===== config.mk =====
export PLATFORM = sky130hd
export DESIGN_NAME = sdsa_weigh
export DESIGN_NICKNAME = d
export VERILOG_FILES = /design/src/rtl/sparse_dense_score_accumulator_unit_assert.svh /design/src/rtl/sdsa_pkg.sv /design/src/rtl/sdsa_weigh.sv
export SDC_FILE = /design/constraint.sdc
export NUM_CORES = 2
export LEC_CHECK = 0
export BUFFER_PORTS_ARGS = -buffer_cell sky130_fd_sc_hd__buf_4
export CORE_MARGIN = 2
export CORE_UTILIZATION = 55
export DETAILED_ROUTE_END_ITERATION = 10
export PLACE_DENSITY = 0.73
export REMOVE_ABC_BUFFERS = 1
export SYNTH_ARGS = -nofsm -noshare
export SYNTH_HDL_FRONTEND = slang
export SYNTH_SLANG_ARGS = --single-unit

===== constraint.sdc =====
create_clock -name clk -period 7.5 [get_ports clk]
set_input_delay 0.375 -clock clk [delete_from_list [all_inputs] [get_ports clk]]
set_output_delay 0.375 -clock clk [all_outputs]
set_load 0.005 [all_outputs]

===== src/rtl/sparse_dense_score_accumulator_unit_assert.svh =====
// ----------------------------------------------------------------------------
// Score accumulator assertion macros
// Short forms for the concurrent checks of the score accumulator.
// ----------------------------------------------------------------------------
`ifndef SPARSE_DENSE_SCORE_ACCUMULATOR_UNIT_ASSERT_SVH
`define SPARSE_DENSE_SCORE_ACCUMULATOR_UNIT_ASSERT_SVH

// antecedent implies consequent in the same cycle
`define SDSA_ASSERT_SAME(lbl, clk, rst_n, ante, cons, msg) \
	lbl: assert property (@(posedge clk) disable iff (!rst_n) (ante) |-> (cons)) \
		else $error(msg);

// antecedent implies consequent in the next cycle
`define SDSA_ASSERT_NEXT(lbl, clk, rst_n, ante, cons, msg) \
	lbl: assert property (@(posedge clk) disable iff (!rst_n) (ante) |=> (cons)) \
		else $error(msg);

`endif


===== src/rtl/sdsa_pkg.sv =====
// ----------------------------------------------------------------------------
// Score accumulator package
// Types, constants and arithmetic helpers shared by the accumulator modules.
// ----------------------------------------------------------------------------
`timescale 1ns / 1ps

package sdsa_pkg;

	// matrix geometry
	localparam int SCORES   = 8;
	localparam int SAMPLES  = 1024;
	localparam int DEPTH    = SCORES * SAMPLES;
	localparam int ADDR_W   = (DEPTH > 1) ? $clog2(DEPTH) : 1;
	localparam int SCORE_AW = (SCORES > 1) ? $clog2(SCORES) : 1;

	// arithmetic widths
	localparam int BETA_W = 32;
	localparam int DOSE_W = 17;
	localparam int PROD_W = BETA_W + DOSE_W;
	localparam int ACC_W  = 64;

	// command codes
	localparam logic [2:0] CMD_DENSE     = 3'd0;
	localparam logic [2:0] CMD_SPARSE    = 3'd1;
	localparam logic [2:0] CMD_BASELINE  = 3'd2;
	localparam logic [2:0] CMD_INTERCEPT = 3'd3;
	localparam logic [2:0] CMD_FINALIZE  = 3'd4;

	localparam logic [15:0] MISSING_CODE = 16'hFFFF;

	localparam logic [ACC_W-1:0] ACC_MAX = {1'b0, {(ACC_W-1){1'b1}}};
	localparam logic [ACC_W-1:0] ACC_MIN = {1'b1, {(ACC_W-1){1'b0}}};

	typedef enum logic {
		ST_CLEAR,
		ST_RUN
	} state_t;

	typedef struct packed {
		logic [2:0]         command;
		logic [2:0]         score_index;
		logic [9:0]         sample_index;
		logic signed [31:0] beta;
		logic [15:0]        dosage_code;
		logic [15:0]        common_dosage;
		logic [15:0]        mean_dosage;
		logic signed [63:0] intercept;
	} req_t;

	typedef struct packed {
		logic [2:0]         out_score_index;
		logic [9:0]         out_sample_index;
		logic signed [63:0] final_score;
	} rsp_t;

	// multiplier operand picked by command
	function automatic logic signed [DOSE_W-1:0] dose_sel(
		input logic [2:0]  cmd,
		input logic [15:0] code,
		input logic [15:0] common,
		input logic [15:0] mean
	);
		logic [15:0] d;
		logic signed [DOSE_W-1:0] r;
		d = (code == MISSING_CODE) ? mean : code;
		case (cmd)
			CMD_DENSE:    r = signed'({1'b0, code});
			CMD_SPARSE:   r = signed'({1'b0, d}) - signed'({1'b0, common});
			CMD_BASELINE: r = signed'({1'b0, common});
			default:      r = '0;
		endcase
		return r;
	endfunction

	// signed add clamped to the accumulator range
	function automatic logic [ACC_W-1:0] sat_add(
		input logic [ACC_W-1:0] a,
		input logic [ACC_W-1:0] b
	);
		logic [ACC_W-1:0] s;
		s = a + b;
		if (!(a[ACC_W-1] ^ b[ACC_W-1]) && (a[ACC_W-1] ^ s[ACC_W-1]))
			return a[ACC_W-1] ? ACC_MIN : ACC_MAX;
		return s;
	endfunction

endpackage


===== src/rtl/sdsa_weigh.sv =====
// ----------------------------------------------------------------------------
// Score accumulator weight multiplier
// Registered signed product of weight and dosage term.
// ----------------------------------------------------------------------------
`timescale 1ns / 1ps

module sdsa_weigh import sdsa_pkg::*; (
	input  logic                     clk,
	input  logic                     en,
	input  logic signed [BETA_W-1:0] beta,
	input  logic signed [DOSE_W-1:0] dose,
	output logic signed [PROD_W-1:0] prod
);

	logic signed [PROD_W-1:0] prod_s2;

	// exact product, held while the pipeline stalls
	always_ff @(posedge clk) begin
		if (en)
			prod_s2 <= PROD_W'(beta) * PROD_W'(dose);
	end

	assign prod = prod_s2;

endmodule


==> results.toml <==
[critical_path]
cp_common_cell = "fa_1"
crit_fanout = 32
endpoint_kind = "register"
cp_top_family = "adder cells"
cp.required_ps = 7660
start_kind = "input pin"
slowest_delay_ps = 530
cp_slowest_cell = "fa_1"
critPathLaunch = "dose[2]"
crit_arrival_ps = 7120
worstSetupPathType = "in2reg"
crit_chain = "buf_4 -> nand2_1 -> fa_1 -> fa_1 -> fa_1 -> inv_1 -> fa_1 -> fa_1 -> inv_1 -> fa_1 -> inv_1 -> ha_1 -> and2_4 -> nand3_2 -> or2_0 -> or4_1 -> a211o_1 -> a311oi_2 -> o221a_2 -> o21ai_2 -> or4b_1 -> nand3_1"
worstSetupPathDepth = 22
timing.critical_path.buf_inv = 4

[drt]
via_per_inst = 5.46
routed_wl_um = 48200
drtAntennaViolNets = 0
dr.pass1.iters = 5
drt_iter0_markers = 830
drcViolationCount = 0
vias = 14200
wire_per_inst_um = 18.5

[synth]
ys_async_sr_fraction = 0
yosys_warnings = 0
ys_top_cells_by_area = "fa_1 (52%), inv_1 (10%), and2_1 (7.4%)"
synth_enable_flop_cells = 49
muxShareOfSynthArea = 0.000500
synth_compound_area_frac = 0.0397
synth_fa_ha_area_frac = 0.592
ys_seq_area_frac = 0.0734
synth.largest_area_cell = "fa_1"
netlist_area_mm2 = 0.0200
synth_most_common_cell = "inv_1"
synth_cells = 2112
synth_top_family_by_area = "adder cells"
postSynthAreaPerCell_um2 = 9.49
synthSimpleGateAreaFrac = 0.157
synth.distinct_cells = 55
synth_ff_type = "edfxtp_1"
synth_top_area_frac = 0.521
synth_seq_cells = 49
synthXorXnorAreaFrac = 0.0210
netlist_top_cells_count = "inv_1 (536), fa_1 (521), nand2_1 (298), and2_1 (238), ha_1 (115)"

[sta]
finalCritPeriodShare = 0.928
hold_violations = 0
slew_headroom = 0.467
worst_pin_slew_ps = 789
tns_ps = 0
rsz0062_at_grt = "no"
fin_crit_ps = 6960
drv_slew = 0
max_freq_mhz = 144
setup_viol = 0
setup_ws_ps = 540
whs_ps = 571

[finish]
nets = 2829
drive_above_1_share = 0.0565
regArea_mm2 = 0.00147
largest_reg_flops = 49
area_delta_synth_final_pct = 6.02
num-fill-cells = 3045
design_area_mm2 = 0.0212
multi_input_area_mm2 = 0.0162

[die]
die_y_um = 195
start_util = 0.561
io_pins = 100
coreArea_mm2 = 0.0357
fp.dieW_um = 195
rows = 69
design.die.area_mm2 = 0.0380

[global_route]
grt_start_max_net_pins = 50
grt_pass1_vias = 16500
grt_usage = 0.277
antenna_found_initial = 3
grt_pass1_wl_um = 82300
overflow = 0

[placement]
preCtsSetupSlack_ps = 281
dp_hpwl_um = 39400
placed_cell_area_mm2 = 0.0211
port_buffers = 99
gp_congestion = 0.898

[clock_tree]
clk_path_buf_depth = 2
cts_sinks = 49
post_cts.repair.setup_buffers = 0
postCtsResizedCells = 0
h-tree-depth = 2
cts.reportedPaths.clkPinSlew_ps = 70
holdBufCountCts = 0
cts_root_buffer = "clkbuf_16"
cts_tree = "yes"
cts-buffers-inserted = 5

[min_path]
hp-start = "beta[0]"
min_to = "prod[0]"
hold_path.class = "in2reg"
whs_path_depth = 2

[status]
status = "completed"

[job]
maxCapViolations = 0
## per-layer routing
metal / GRT usage / share of wire
met3: 0.0444 / 0.066
met1: 0.322 / 0.36
met5: 0 / 0.00025
met2: 0.512 / 0.53
met4: 0.106 / 0.040
## how the worst max path moves through the flow
| stage | slack, ps | to |
|---|---|---|
| after floorplan | 920 | prod[47] |
| after global placement | 380 | prod[47] |
| after detailed placement | 280 | prod[47] |
| after CTS | 600 | prod[47] |
| after global routing | 290 | prod[47] |
| final | 540 | prod[47] |
## layout by cell type (no fill, tap or decap), types with 15 or more instances in the layout
cell	Yosys	routed
and2_1	238	238
buf_4	0	107
edfxtp_1	49	49
nand2_1	298	298
ha_1	115	115
inv_1	536	536
a21o_1	22	22
nor2_1	46	46
o21ai_0	19	19
a21oi_1	40	40
xor2_1	15	15
xnor2_1	33	33
fa_1	521	521
## through the flow
step / utilization / instances
detailed placement: 0.590 / 2596
global route: 0.594 / 2604
CTS: 0.594 / 2604
global placement: 0.590 / 2596
finish: 0.594 / 2605
floorplan: - / 2028
## cell type report
class,instances,share of cell area
tap,461,0.0272
clock inverter,2,0.000471
clock buffer,6,0.00607
sequential,49,0.0693
antenna,1,0.000118
inverter,536,0.0947
multi-input combinational,1443,0.764
timing repair buffer,107,0.0378
## cells by family after synthesis
family                     count (synthesis)
adders and majority gates                636
AOI/OAI and AO/OA                        121
DFF                                       49
buffers and inverters                    620
and+or+nand+nor                          637
muxes                                      1
xor gates and xnor gates                  48
Power is not shown: default switching activity piles up to over one toggle a cycle in this logic, so the estimate is an artifact.
